$ cat config.mk
export PLATFORM = sky130hd
export DESIGN_NAME = utf8_strict_decoder_flat
export DESIGN_NICKNAME = d
export VERILOG_FILES = /design/src/rtl/utf8sd_pkg.sv /design/src/rtl/utf8sd_stream_if.sv /design/src/rtl/utf8sd_front.sv /design/src/rtl/utf8sd_queue.sv /design/src/rtl/utf8sd_back.sv /design/src/rtl/utf8_strict_decoder.sv /design/src/flat_wrapper.sv
export SDC_FILE = /design/constraint.sdc
export NUM_CORES = 1
export LEC_CHECK = 0
export BUFFER_PORTS_ARGS = -buffer_cell sky130_fd_sc_hd__buf_2
export CAP_MARGIN = 5
export CORE_AREA = 4 4 106 88
export CTS_CLUSTER_SIZE = 25
export DETAILED_ROUTE_END_ITERATION = 7
export DIE_AREA = 0 0 110 92
export GPL_ROUTABILITY_DRIVEN = 0
export GPL_TIMING_DRIVEN = 1
export HOLD_SLACK_MARGIN = 0.12
export PLACE_DENSITY = 0.9
export SLEW_MARGIN = 20
export SYNTH_ARGS = -nofsm -noshare
export SYNTH_HDL_FRONTEND = slang
export SYNTH_SLANG_ARGS = --single-unit
$ cat constraint.sdc
create_clock -name clk_i -period 8.5 [get_ports clk_i]
set_input_delay 1.275 -clock clk_i [delete_from_list [all_inputs] [get_ports clk_i]]
set_output_delay 1.275 -clock clk_i [all_outputs]
set_load 0.02 [all_outputs]
$ cat src/rtl/utf8sd_pkg.sv
// ============================================================================
// UTF-8 strict decoder package
// Shared constants, lead byte classes and the run descriptor that the front
// end hands to the back end.
// ============================================================================
package utf8sd_pkg;

  // Widths of the stream fields.
  localparam int unsigned ByteW  = 8;
  localparam int unsigned CpW    = 21;
  localparam int unsigned CountW = 3;

  // Byte classification and code point limits.
  localparam logic [7:0]     ContMask   = 8'hC0;
  localparam logic [7:0]     ContTag    = 8'h80;
  localparam logic [CpW-1:0] MinTwo     = 21'h00080;
  localparam logic [CpW-1:0] MinThree   = 21'h00800;
  localparam logic [CpW-1:0] SurrLow    = 21'h0D800;
  localparam logic [CpW-1:0] SurrHigh   = 21'h0DFFF;
  localparam logic [CpW-1:0] MinFour    = 21'h10000;
  localparam logic [CpW-1:0] MaxScalar  = 21'h10FFFF;

  // Class of a byte seen in lead position.
  typedef enum logic [2:0] {
    LEAD_ASCII = 3'd0,
    LEAD_TWO   = 3'd1,
    LEAD_THREE = 3'd2,
    LEAD_FOUR  = 3'd3,
    LEAD_BAD   = 3'd4
  } lead_cls_e;

  // One request's worth of results: count results in total, all but the
  // last of them invalid single bytes, the last one described by the rest.
  typedef struct packed {
    logic [CountW-1:0] count;
    logic [CpW-1:0]    code_point;
    logic              invalid;
    logic [CountW-1:0] byte_count;
  } run_t;

  function automatic lead_cls_e classify(input logic [ByteW-1:0] b);
    lead_cls_e cls;
    if (b[7] == 1'b0) begin
      cls = LEAD_ASCII;
    end else if (b[7:5] == 3'b110) begin
      cls = LEAD_TWO;
    end else if (b[7:4] == 4'b1110) begin
      cls = LEAD_THREE;
    end else if (b[7:3] == 5'b11110) begin
      cls = LEAD_FOUR;
    end else begin
      cls = LEAD_BAD;
    end
    return cls;
  endfunction

endpackage

$ cat src/rtl/utf8sd_stream_if.sv
// ============================================================================
// UTF-8 strict decoder stream interfaces
// Byte input channel and result output channel, valid/ready handshake.
// ============================================================================
interface utf8sd_in_if;
  logic       valid;
  logic       ready;
  logic [7:0] data_byte;
  logic       end_of_input;

  modport source (output valid, output data_byte, output end_of_input, input ready);
  modport sink   (input valid, input data_byte, input end_of_input, output ready);
endinterface

interface utf8sd_out_if;
  logic        valid;
  logic        ready;
  logic [20:0] code_point;
  logic        invalid;
  logic [2:0]  byte_count;
  logic        last_of_run;

  modport source (output valid, output code_point, output invalid, output byte_count,
                  output last_of_run, input ready);
  modport sink   (input valid, input code_point, input invalid, input byte_count,
                  input last_of_run, output ready);
endinterface

$ cat src/rtl/utf8sd_front.sv
// ============================================================================
// UTF-8 strict decoder front end
// Accepts one byte per cycle unless the run queue is full, tracks the pending
// sequence and turns each byte with results into a back-end run descriptor.
// ============================================================================
module utf8sd_front (
  input  logic                  clk_i,
  input  logic                  rst_ni,
  utf8sd_in_if.sink             in_i,
  input  logic                  full_i,
  output logic                  push_o,
  output utf8sd_pkg::run_t      run_o
);

  logic [7:0] lead_q, lead_d;
  logic [1:0] need_q, need_d;
  logic [1:0] held_q, held_d;
  logic [7:0] tail_q [2];
  logic       tail_wr;
  logic       accept;

  utf8sd_pkg::lead_cls_e cls;
  logic [1:0]            cls_need;
  logic                  tl_emit;
  logic [2:0]            pre_n;
  logic [20:0]           cp_full;
  logic                  cp_ok;
  logic [7:0]            b;
  logic                  eoi;

  assign b      = in_i.data_byte;
  assign eoi    = in_i.end_of_input;
  assign accept = in_i.valid && in_i.ready;
  assign in_i.ready = !full_i;

  always_comb begin
    cls = utf8sd_pkg::classify(b);
    case (cls)
      utf8sd_pkg::LEAD_TWO:   cls_need = 2'd1;
      utf8sd_pkg::LEAD_THREE: cls_need = 2'd2;
      utf8sd_pkg::LEAD_FOUR:  cls_need = 2'd3;
      default:                cls_need = 2'd0;
    endcase
    tl_emit = (cls == utf8sd_pkg::LEAD_ASCII) || (cls == utf8sd_pkg::LEAD_BAD) || eoi;
  end

  // Code point of a sequence that completes with this byte.
  always_comb begin
    case (need_q)
      2'd1:    cp_full = {10'd0, lead_q[4:0], b[5:0]};
      2'd2:    cp_full = {5'd0, lead_q[3:0], tail_q[0][5:0], b[5:0]};
      2'd3:    cp_full = {lead_q[2:0], tail_q[0][5:0], tail_q[1][5:0], b[5:0]};
      default: cp_full = '0;
    endcase
    case (need_q)
      2'd1:    cp_ok = cp_full >= utf8sd_pkg::MinTwo;
      2'd2:    cp_ok = (cp_full >= utf8sd_pkg::MinThree) &&
                       !((cp_full >= utf8sd_pkg::SurrLow) && (cp_full <= utf8sd_pkg::SurrHigh));
      2'd3:    cp_ok = (cp_full >= utf8sd_pkg::MinFour) && (cp_full <= utf8sd_pkg::MaxScalar);
      default: cp_ok = 1'b0;
    endcase
  end

  always_comb begin
    lead_d  = lead_q;
    need_d  = need_q;
    held_d  = held_q;
    tail_wr = 1'b0;
    pre_n   = '0;
    run_o   = '{count: '0, code_point: '0, invalid: 1'b1, byte_count: 3'd1};

    if ((need_q == 2'd0) || ((b & utf8sd_pkg::ContMask) != utf8sd_pkg::ContTag)) begin
      // Nothing pending, or a pending sequence broken by a non-continuation:
      // the pending bytes are rejected and this byte is examined as a lead.
      pre_n = (need_q == 2'd0) ? 3'd0 : ({1'b0, held_q} + 3'd1);
      if (tl_emit) begin
        run_o.count = pre_n + 3'd1;
        if (cls == utf8sd_pkg::LEAD_ASCII) begin
          run_o.code_point = {13'd0, b};
          run_o.invalid    = 1'b0;
        end
        need_d = 2'd0;
        held_d = 2'd0;
      end else begin
        run_o.count = pre_n;
        lead_d      = b;
        need_d      = cls_need;
        held_d      = 2'd0;
      end
    end else if (({1'b0, held_q} + 3'd1) >= {1'b0, need_q}) begin
      if (cp_ok) begin
        run_o.count      = 3'd1;
        run_o.code_point = cp_full;
        run_o.invalid    = 1'b0;
        run_o.byte_count = {1'b0, need_q} + 3'd1;
      end else begin
        run_o.count = {1'b0, need_q} + 3'd1;
      end
      need_d = 2'd0;
      held_d = 2'd0;
    end else begin
      tail_wr = 1'b1;
      held_d  = held_q + 2'd1;
      if (eoi) begin
        run_o.count = {1'b0, held_q} + 3'd2;
        need_d      = 2'd0;
        held_d      = 2'd0;
      end
    end
  end

  assign push_o = accept && (run_o.count != 3'd0);

  always_ff @(posedge clk_i or negedge rst_ni) begin
    if (!rst_ni) begin
      lead_q <= '0;
      need_q <= '0;
      held_q <= '0;
    end else if (accept) begin
      lead_q <= lead_d;
      need_q <= need_d;
      held_q <= held_d;
    end
  end

  always_ff @(posedge clk_i) begin
    if (accept && tail_wr) begin
      tail_q[held_q[0]] <= b;
    end
  end

  // A pending sequence never holds as many tails as it needs.
  a_held_below_need: assert property (@(posedge clk_i) disable iff (!rst_ni)
    (need_q != 2'd0) |-> (held_q < need_q))
    else $error("held tail count reached the needed count");

  // Nothing is held once nothing is pending.
  a_idle_empty: assert property (@(posedge clk_i) disable iff (!rst_ni)
    (need_q == 2'd0) |-> (held_q == 2'd0))
    else $error("tails held with no pending lead");

endmodule

$ cat src/rtl/utf8sd_queue.sv
// ============================================================================
// UTF-8 strict decoder run queue
// Two-entry FIFO of run descriptors between front end and back end.
// ============================================================================
module utf8sd_queue (
  input  logic             clk_i,
  input  logic             rst_ni,
  input  logic             push_i,
  input  utf8sd_pkg::run_t push_data_i,
  output logic             full_o,
  input  logic             pop_i,
  output utf8sd_pkg::run_t pop_data_o,
  output logic             empty_o
);

  utf8sd_pkg::run_t mem_q [2];
  logic             wr_ptr_q, rd_ptr_q;
  logic [1:0]       fill_q;

  assign full_o     = fill_q == 2'd2;
  assign empty_o    = fill_q == 2'd0;
  assign pop_data_o = mem_q[rd_ptr_q];

  always_ff @(posedge clk_i or negedge rst_ni) begin
    if (!rst_ni) begin
      wr_ptr_q <= 1'b0;
      rd_ptr_q <= 1'b0;
      fill_q   <= '0;
    end else begin
      if (push_i) begin
        wr_ptr_q <= !wr_ptr_q;
      end
      if (pop_i) begin
        rd_ptr_q <= !rd_ptr_q;
      end
      if (push_i && !pop_i) begin
        fill_q <= fill_q + 2'd1;
      end else if (pop_i && !push_i) begin
        fill_q <= fill_q - 2'd1;
      end
    end
  end

  always_ff @(posedge clk_i) begin
    if (push_i) begin
      mem_q[wr_ptr_q] <= push_data_i;
    end
  end

  a_no_overflow: assert property (@(posedge clk_i) disable iff (!rst_ni)
    push_i |-> !full_o)
    else $error("push into a full run queue");

  a_no_underflow: assert property (@(posedge clk_i) disable iff (!rst_ni)
    pop_i |-> !empty_o)
    else $error("pop from an empty run queue");

endmodule

$ cat src/rtl/utf8sd_back.sv
// ============================================================================
// UTF-8 strict decoder back end
// Expands each run descriptor into its results, one per cycle while the
// receiver is ready, from an output register.
// ============================================================================
module utf8sd_back (
  input  logic             clk_i,
  input  logic             rst_ni,
  input  logic             empty_i,
  input  utf8sd_pkg::run_t run_i,
  output logic             pop_o,
  utf8sd_out_if.source     out_o
);

  logic             act_q;
  logic [2:0]       left_q;
  utf8sd_pkg::run_t run_q;
  logic             is_last;
  logic             advance;

  assign is_last = left_q == 3'd1;
  assign advance = !act_q || (out_o.ready && is_last);
  assign pop_o   = advance && !empty_i;

  assign out_o.valid       = act_q;
  assign out_o.last_of_run = is_last;
  assign out_o.invalid     = is_last ? run_q.invalid : 1'b1;
  assign out_o.code_point  = is_last ? run_q.code_point : '0;
  assign out_o.byte_count  = is_last ? run_q.byte_count : 3'd1;

  always_ff @(posedge clk_i or negedge rst_ni) begin
    if (!rst_ni) begin
      act_q  <= 1'b0;
      left_q <= '0;
    end else if (advance) begin
      act_q  <= !empty_i;
      left_q <= run_i.count;
    end else if (out_o.ready) begin
      left_q <= left_q - 3'd1;
    end
  end

  always_ff @(posedge clk_i) begin
    if (pop_o) begin
      run_q <= run_i;
    end
  end

  a_left_range: assert property (@(posedge clk_i) disable iff (!rst_ni)
    act_q |-> ((left_q != 3'd0) && (left_q <= 3'd4)))
    else $error("result counter out of range while active");

endmodule

$ cat src/rtl/utf8_strict_decoder.sv
// ============================================================================
// UTF-8 strict decoder
// Strict byte-stream UTF-8 decoder with separate accept and emit stages.
// ============================================================================
// The decoder takes one byte per request on in_i, with end_of_input marking
// the last byte of a stream, and delivers on out_o one result per complete
// valid sequence (code point and its length in bytes) or one invalid result
// per rejected byte, restarting one byte after a failed lead. The last result
// that a byte causes carries last_of_run; bytes that only extend a pending
// sequence cause no result. Input is taken at one byte per cycle as long as
// each byte causes at most one result and the receiver is ready: the back end
// drives one result per cycle from its output register while the receiver is
// ready, and a byte that causes k results holds the output until all k are
// taken. A two-entry queue of run descriptors sits between the front end and
// the back end, so input is refused only when that queue is full, and a
// result passes through a queue entry and the back-end output register.
module utf8_strict_decoder (
  input  logic          clk_i,
  input  logic          rst_ni,
  utf8sd_in_if.sink     in_i,
  utf8sd_out_if.source  out_o
);

  // Front end to queue.
  logic             push;
  logic             full;
  utf8sd_pkg::run_t push_run;

  // Queue to back end.
  logic             pop;
  logic             empty;
  utf8sd_pkg::run_t pop_run;

  // The front end holds the pending lead and tails and classifies each byte.
  utf8sd_front u_front (
    .clk_i  (clk_i),
    .rst_ni (rst_ni),
    .in_i   (in_i),
    .full_i (full),
    .push_o (push),
    .run_o  (push_run)
  );

  // Short queue that lets either side stall without the other.
  utf8sd_queue u_queue (
    .clk_i       (clk_i),
    .rst_ni      (rst_ni),
    .push_i      (push),
    .push_data_i (push_run),
    .full_o      (full),
    .pop_i       (pop),
    .pop_data_o  (pop_run),
    .empty_o     (empty)
  );

  // The back end expands each descriptor into individual results.
  utf8sd_back u_back (
    .clk_i   (clk_i),
    .rst_ni  (rst_ni),
    .empty_i (empty),
    .run_i   (pop_run),
    .pop_o   (pop),
    .out_o   (out_o)
  );

endmodule

$ cat src/flat_wrapper.sv
// flat-port wrapper written by rule: the top's interface ports become plain ports
module utf8_strict_decoder_flat 
  (clk_i, rst_ni, in_i_valid, in_i_data_byte, in_i_end_of_input, in_i_ready, out_o_valid, out_o_code_point, out_o_invalid, out_o_byte_count, out_o_last_of_run, out_o_ready);
  utf8sd_in_if in_i_i ();
  utf8sd_out_if out_o_i ();
  input  logic clk_i;
  input  logic rst_ni;
  input wire logic [$bits(in_i_i.valid)-1:0] in_i_valid;
  input wire logic [$bits(in_i_i.data_byte)-1:0] in_i_data_byte;
  input wire logic [$bits(in_i_i.end_of_input)-1:0] in_i_end_of_input;
  output wire logic [$bits(in_i_i.ready)-1:0] in_i_ready;
  output wire logic [$bits(out_o_i.valid)-1:0] out_o_valid;
  output wire logic [$bits(out_o_i.code_point)-1:0] out_o_code_point;
  output wire logic [$bits(out_o_i.invalid)-1:0] out_o_invalid;
  output wire logic [$bits(out_o_i.byte_count)-1:0] out_o_byte_count;
  output wire logic [$bits(out_o_i.last_of_run)-1:0] out_o_last_of_run;
  input wire logic [$bits(out_o_i.ready)-1:0] out_o_ready;
  assign in_i_i.valid = in_i_valid;
  assign in_i_i.data_byte = in_i_data_byte;
  assign in_i_i.end_of_input = in_i_end_of_input;
  assign in_i_ready = in_i_i.ready;
  assign out_o_valid = out_o_i.valid;
  assign out_o_code_point = out_o_i.code_point;
  assign out_o_invalid = out_o_i.invalid;
  assign out_o_byte_count = out_o_i.byte_count;
  assign out_o_last_of_run = out_o_i.last_of_run;
  assign out_o_i.ready = out_o_ready;
  utf8_strict_decoder u_core (.clk_i(clk_i), .rst_ni(rst_ni), .in_i(in_i_i), .out_o(out_o_i));
endmodule
==> results of run 1 <==
state kept, by name, summed over array words and instances, names as in the netlist:
register / cells
u_core.u_queue.mem_q: 56
u_core.u_back.run_q: 25
u_core.u_front.tail_q: 12
u_core.u_front.lead_q: 5
u_core.u_back.left_q: 3
u_core.u_front.held_q: 2
u_core.u_front.need_q: 2
u_core.u_queue.fill_q: 2
u_core.u_back.out_o.valid: 1
u_core.u_queue.rd_ptr_q: 1
u_core.u_queue.wr_ptr_q: 1
power groups by stage:
stage / sequential, mW / clock, mW / combinational, mW
after floorplan: 0.770 / 0 / 0.266
after global placement: 0.780 / 0 / 0.347
after detailed placement: 0.788 / 0 / 0.359
after CTS: 0.775 / 0.283 / 0.363
after global routing: 0.786 / 0.310 / 0.392
final: 0.777 / 0.280 / 0.357
routing by layer:
layer | share of wire, % | global-route usage [%] | vias up | routed length (um)
li1 | - | - | 1403 | -
met1 | 41 | 28.0 | 1435 | 3800
met2 | 48 | 29.7 | 150 | 4470
met3 | 9.1 | 3.87 | 22 | 849
met4 | 2.3 | 7.37 | 0 | 216
met5 | 0 | 0 | - | 0
critical path: stages, from the launching register on:
cell      delay (ns)
dfrtp_1         0.48
ha_1            0.73
a22oi_1         0.27
a211oi_1        0.34
o21ai_0         0.14
o211a_1         0.29
or3_1           0.40
o211ai_2        0.29
nor2b_2         0.52
buf_4           0.37
Yosys cell counts, types with 2 or more instances:
cell type / number
nand2_1: 17
nor3_1: 6
buf_1: 2
a311o_1: 2
xnor2_1: 2
nand3_1: 7
o21a_1: 2
dfrtp_1: 17
o31ai_1: 2
or4_1: 2
nand2b_1: 8
o211a_1: 3
ha_1: 10
xor2_1: 4
o21ai_0: 13
clkbuf_1: 8
a222oi_1: 5
and3_1: 5
mux2_2: 32
a21oi_1: 9
o31a_1: 2
a31oi_1: 3
inv_1: 11
o21ai_1: 3
nor2b_1: 10
a211oi_1: 3
nand4_1: 2
and2_1: 27
nor2_1: 25
a22oi_1: 3
edfxtp_1: 93
metrics by stage:
stage | cell area, um2 | power (mW)
after floorplan | 4890 | 1.04
after global placement | 5210 | 1.13
after detailed placement | 5210 | 1.15
after CTS | 5390 | 1.42
after global routing | 5390 | 1.49
final | 5390 | 1.41
cells by family (layout without fill, tap and decap cells):
| family | count (synthesis) | after routing | synth area share, % |
|---|---|---|---|
| flops | 110 | 110 | 65.8 |
| fa+ha+maj | 11 | 11 | 2.97 |
| xor+xnor | 6 | 6 | 1.08 |
| mux | 33 | 33 | 7.58 |
| buf+inv | 22 | 70 | 1.72 |
| simple gates | 114 | 114 | 12.3 |
| compound gates | 58 | 58 | 8.47 |
layout make-up:
class | instances | area (um2)
Timing Repair Buffer | 43 | 223
Clock buffer | 12 | 145
Inverter | 11 | 41.3
Fill cell | 596 | 2910
Tap cell | 112 | 140
Multi-Input combinational cell | 222 | 1590
Sequential cell | 110 | 3220
Clock inverter | 4 | 31.3
path summary, 6_finish.rpt:
| path | cells past startpoint | endpoint | slack [ns] | start |
|---|---|---|---|---|
| setup / recovery | 9 | u_core.u_queue.mem_q[0][21] | 4.35 | u_core.u_front.need_q[0] |
| hold / removal | 1 | u_core.u_queue.fill_q[1] | 0.52 | u_core.u_queue.fill_q[1] |
| setup reg to reg | 9 | u_core.u_queue.mem_q[0][21] | 4.35 | u_core.u_front.need_q[0] |
| hold reg to reg | 1 | u_core.u_queue.fill_q[1] | 0.52 | u_core.u_queue.fill_q[1] |
| max in group asynchronous | 1 | u_core.u_front.lead_q[2] | 7.39 | rst_ni |
| min in group asynchronous | 1 | u_core.u_front.lead_q[1] | 0.82 | rst_ni |
==> results.toml, run 1 <==
[drt]
drt_iter0_drc = 422
dr.pass1.iters = 6
totalWireLength_um = 9330
ant_nets = 0
vias_per_cell = 5.86
vias = 3010
drc = 0
wl_per_cell_um = 18.2

[synthesis]
synthDominantCellAreaShare_pct = 57.1
postSynthAreaPerCell_um2 = 13.8
synthFlopType = "edfxtp_1"
ys_seq_area_share_pct = 65.8
synthesis.area_um2 = 4890
synth_cell_types = 47
synth_edf_count = 93
synthCells = 354
synth_area_leaders = "edfxtp_1 57%, dfrtp_1 8.7%, mux2_2 7.4%"
async_flop_share_pct = 15.5
synth_nets = 378
ys_ff_latch = 110
synth_warnings = 0
yosys.area.top_type = "edfxtp_1"

[sta]
holdWs_ns = 0.523
tightest_slew_ns = 1.06
setup_slack_ns = 4.35
max_freq_mhz = 241
setup_viol = 0
drv_slew = 0
fin_setup_tns_ns = 0
finalCriticalPeriod_ns = 4.15
timing.final.crit_share_pct = 48.8
hold_viol = 0
clock_skew_ns = 0.0136
relSlewSlack_pct = 29.0
rsz0062_at_grt = "no"

[layout]
post_route_cells_drive_above_1_share_pct = 23.6
fin_cells = 514
final_common_cell = "edfxtp_1"
layout_common_cells = "93 x edfxtp_1, 40 x buf_2, 32 x mux2_2, 27 x and2_1, 25 x nor2_1"
areaGrowthSynthToFinish_pct = 10.2
antennaDiodeCount = 0
finish.utilization_pct = 64.9
fin_nets = 421

[global_routing]
grt_pass1_wl_um = 14800
grt_pass1_vias = 2851
grt_max_degree = 31
grt.overflow.total = 0
grt_usage_pct = 19.6
antenna_found_initial = 0

[critical_path]
critPathMaxFanout = 23
endpoint_kind = "flop"
arrival_ns = 4.20
crit_type = "flop to flop"
cp-start-kind = "flop"
cp.required_ns = 8.55

[power_and_ir_drop]
clock_power_share_pct = 19.8
cellPowerDensity_nw_per_um2 = 262
netSwitchingFraction_pct = 30.2
p_seq_share_pct = 54.9
comb_power_share_pct = 25.3
leakagePower_nw = 2.00
intPower_mw = 0.987
irDropWorstVdd_v = 0.000129
p_switching_mw = 0.427

[cts]
tritoncts = "yes"
postCtsSetupRepairBufs = 0
clockBufferDepth = 2
clk_pin_slew_ns = 0.09
hold_buffers = 0
cts_resized = 0
htreeDepth = 3
insertion_delay_ns = 0.37
clockRootBuffer = "clkbuf_8"
cts-buffers-inserted = 9
cts.sinks = 110

[outcome]
status = "completed"

[placed_design]
placed_cells = 498
dp_hpwl_um = 6460
port_buffers = 40
pre_cts_slack_ns = 4.37

[floorplan]
die_w_um = 110
die_area_um2 = 10100
ios = 41
start_util_pct = 58.9
placementRows = 30
core_um2 = 8300
die_h_um = 92

[worst_hold_path]
hold_class = "flop to flop"

[run]
max-cap-violations = 0
Note: power is estimated with default switching activity, not from simulation.
==> run 2, diff against run 1 <==
- ABC_AREA: not set -> 1
- CORE_AREA: 4 4 106 88 -> 4 4 114 94
- DIE_AREA: 0 0 110 92 -> 0 0 118 98
- PLACE_DENSITY: 0.9 -> 0.86
- clock period: 8.5 -> 3.3 ns (I/O delays scaled with it)
==> run 2 against run 1 <==
  * Sequential power grew to 2.6 times the previous value
  * Setup slack lost 4.1 ns
  * First-iteration DRC count shrank 18%
  * Final area grew 6.9%
  * Critical path depth grew 9
  * Via count grew 21%
  * Wire length grew 7.5%
  * Hold slack lost 0.15 ns
  * Power grew to 3.1 times the previous value
  * Fmax grew 36%
  * Combinational power grew to 3.4 times the previous value
  * Clock-buffer cell count shrank 2
==> results.toml, run 2 <==
[outcome]
status = "completed"

[sta]
max_freq_mhz = 327
finalCriticalPeriod_ns = 3.06
relSlewSlack_pct = 54.6
timing.final.crit_share_pct = 92.7
fin_setup_tns_ns = 0
setup_slack_ns = 0.242
holdWs_ns = 0.374
rsz0062_at_grt = "no"
drv_slew = 0
tightest_slew_ns = 0.674
clock_skew_ns = 0.00890
hold_viol = 0
setup_viol = 0

[cts]
clockBufferDepth = 2
cts.sinks = 110
clockRootBuffer = "clkbuf_16"
tritoncts = "yes"
insertion_delay_ns = 0.35
clk_pin_slew_ns = 0.07
htreeDepth = 3
cts-buffers-inserted = 9

[drt]
vias_per_cell = 5.39
wl_per_cell_um = 14.9
drt_iter0_drc = 348
totalWireLength_um = 10000
vias = 3628
dr.pass1.iters = 5
drc = 0
ant_nets = 0

[global_routing]
grt.overflow.total = 0
grt_pass1_wl_um = 16800
antenna_found_initial = 0
grt_pass1_vias = 3508
grt_usage_pct = 18.2
grt_max_degree = 31

[placed_design]
placed_cells = 656
dp_hpwl_um = 6670
placed_cell_area_um2 = 5410
pre_cts_slack_ns = 0.165
port_buffers = 40

[synthesis]
synth_edf_count = 93
synthesis.area_um2 = 5080
synth_area_leaders = "edfxtp_1 55%, nand2_1 11%, dfrtp_1 8.4%"
synth_nets = 530
ys_seq_area_share_pct = 63.4
synthTopCellsByCount = "148 x nand2_1, 93 x edfxtp_1, 71 x inv_1"
synthDominantCellAreaShare_pct = 55.0
synthFlopType = "edfxtp_1"
async_flop_share_pct = 15.5
synthCells = 506
ys_ff_latch = 110
synth_warnings = 0
postSynthAreaPerCell_um2 = 10.0
yosys.area.top_type = "edfxtp_1"
synth_cell_types = 36
yosysMostFrequentCell = "nand2_1"

[power_and_ir_drop]
p_seq_share_pct = 47.3
cellPowerDensity_nw_per_um2 = 754
irDropWorstVdd_v = 0.000309
clock_power_share_pct = 24.5
comb_power_share_pct = 28.1
p_switching_mw = 1.44
power.total_mw = 4.34
netSwitchingFraction_pct = 33.2
intPower_mw = 2.90
leakagePower_nw = 2.52

[critical_path]
cp.required_ns = 3.53
crit_type = "flop to flop"
r2r_start = "u_core.u_front.held_q[1]"
arrival_ns = 3.29
rr_worst_depth = 18
r2r_slack_ns = 0.24
critPathMaxFanout = 6
endpoint_kind = "flop"
cp-start-kind = "flop"
setup.worst_path.end = "u_core.u_queue.fill_q[1]"
r2r_end = "u_core.u_queue.fill_q[1]"
cp-startpoint = "u_core.u_front.held_q[1]"

[layout]
areaGrowthSynthToFinish_pct = 13.4
antennaDiodeCount = 0
finish.utilization_pct = 60.4
top_register = "u_core.u_queue.mem_q"
final_area_um2 = 5760
final_common_cell = "nand2_1"
fin_nets = 573
fillers = 733
multi_input_area_um2 = 1530
ff_latch_area_um2 = 3220
post_route_cells_drive_above_1_share_pct = 16.6
fin_cells = 673
layout_common_cells = "147 x nand2_1, 93 x edfxtp_1, 69 x inv_1, 50 x nor2_1, 40 x buf_2"
largest_reg_flops = 56

[worst_hold_path]
hold_class = "input port to flop"

[floorplan]
start_util_pct = 53.3
placementRows = 32
die_w_um = 118
ios = 41
die_h_um = 98
die_area_um2 = 11600
core_um2 = 9530

[run]
max-cap-violations = 0
==> run 2: cell families after synthesis <==
family                   after synthesis  synth area share, %
flip-flops                           110                 63.4
buffers and inverters                 88                 7.24
XOR/XNOR                               5                0.863
AND/OR/NAND/NOR                      243                 20.0
adder cells (fa/ha/maj)               11                 2.86
AO/OA/AOI/OAI                         49                 5.64
==> run 2: critical path, cell delays in order, from the launching register on <==
cell	delay (ns)
dfrtp_1	0.39
inv_1	0.15
fa_1	0.44
nor2_1	0.13
o21ai_0	0.11
nand2_2	0.16
inv_1	0.13
nand2_1	0.11
nor2_1	0.06
a211oi_2	0.19
nand2_2	0.08
nand2_2	0.08
nand3_2	0.08
nand2_2	0.10
inv_1	0.05
ha_1	0.30
a21oi_1	0.11
o21ai_0	0.12
xor2_1	0.16
==> run 2: what timing repair did <==
item | CTS | global route
setup endpoints to repair | 0 | 1
buffers inserted | 0 | 0
resized for setup | 0 | 15
hold buffers | 1 | 0
hold endpoints to repair | 17 | 0
==> run 2: final cells by class <==
class                           instances  area share (%)
Clock buffer                           10            3.98
Clock inverter                          6            1.24
Inverter                               74            4.91
Multi-Input combinational cell        308            26.6
Sequential cell                       110            55.9
Tap cell                              119            2.59
Timing Repair Buffer                   46            4.74
==> run 2: layer usage <==
layer  global-route usage, %  vias to the layer above  wire (um)
met1                    23.2                     1636       4110
met3                    5.21                       36        825
met5                       0                        -          0
met4                    7.93                        0        313
li1                        -                     1736          -
met2                    29.4                      220       4790
==> run 2: worst min path at each step <==
stage | end | cells after the start | startpoint
2_1_floorplan | u_core.u_back.left_q[0] | 0 | rst_ni
3_3_place_gp | u_core.u_back.left_q[2] | 1 | rst_ni
3_5_place_dp | u_core.u_queue.rd_ptr_q | 1 | rst_ni
4_1_cts | u_core.u_front.tail_q[1][4] | 1 | in_i_data_byte[4]
5_1_grt | u_core.u_front.tail_q[1][4] | 1 | in_i_data_byte[4]
6_report | u_core.u_front.tail_q[0][4] | 1 | in_i_data_byte[4]
==> run 2: power groups by stage <==
stage / sequential [mW] / clock (mW) / combinational, mW
floorplan: 2.06 / 0 / 0.842
global placement: 2.07 / 0 / 1.16
detailed placement: 2.08 / 0 / 1.21
CTS: 2.05 / 1.08 / 1.22
global route: 2.09 / 1.16 / 1.38
finish: 2.05 / 1.07 / 1.22
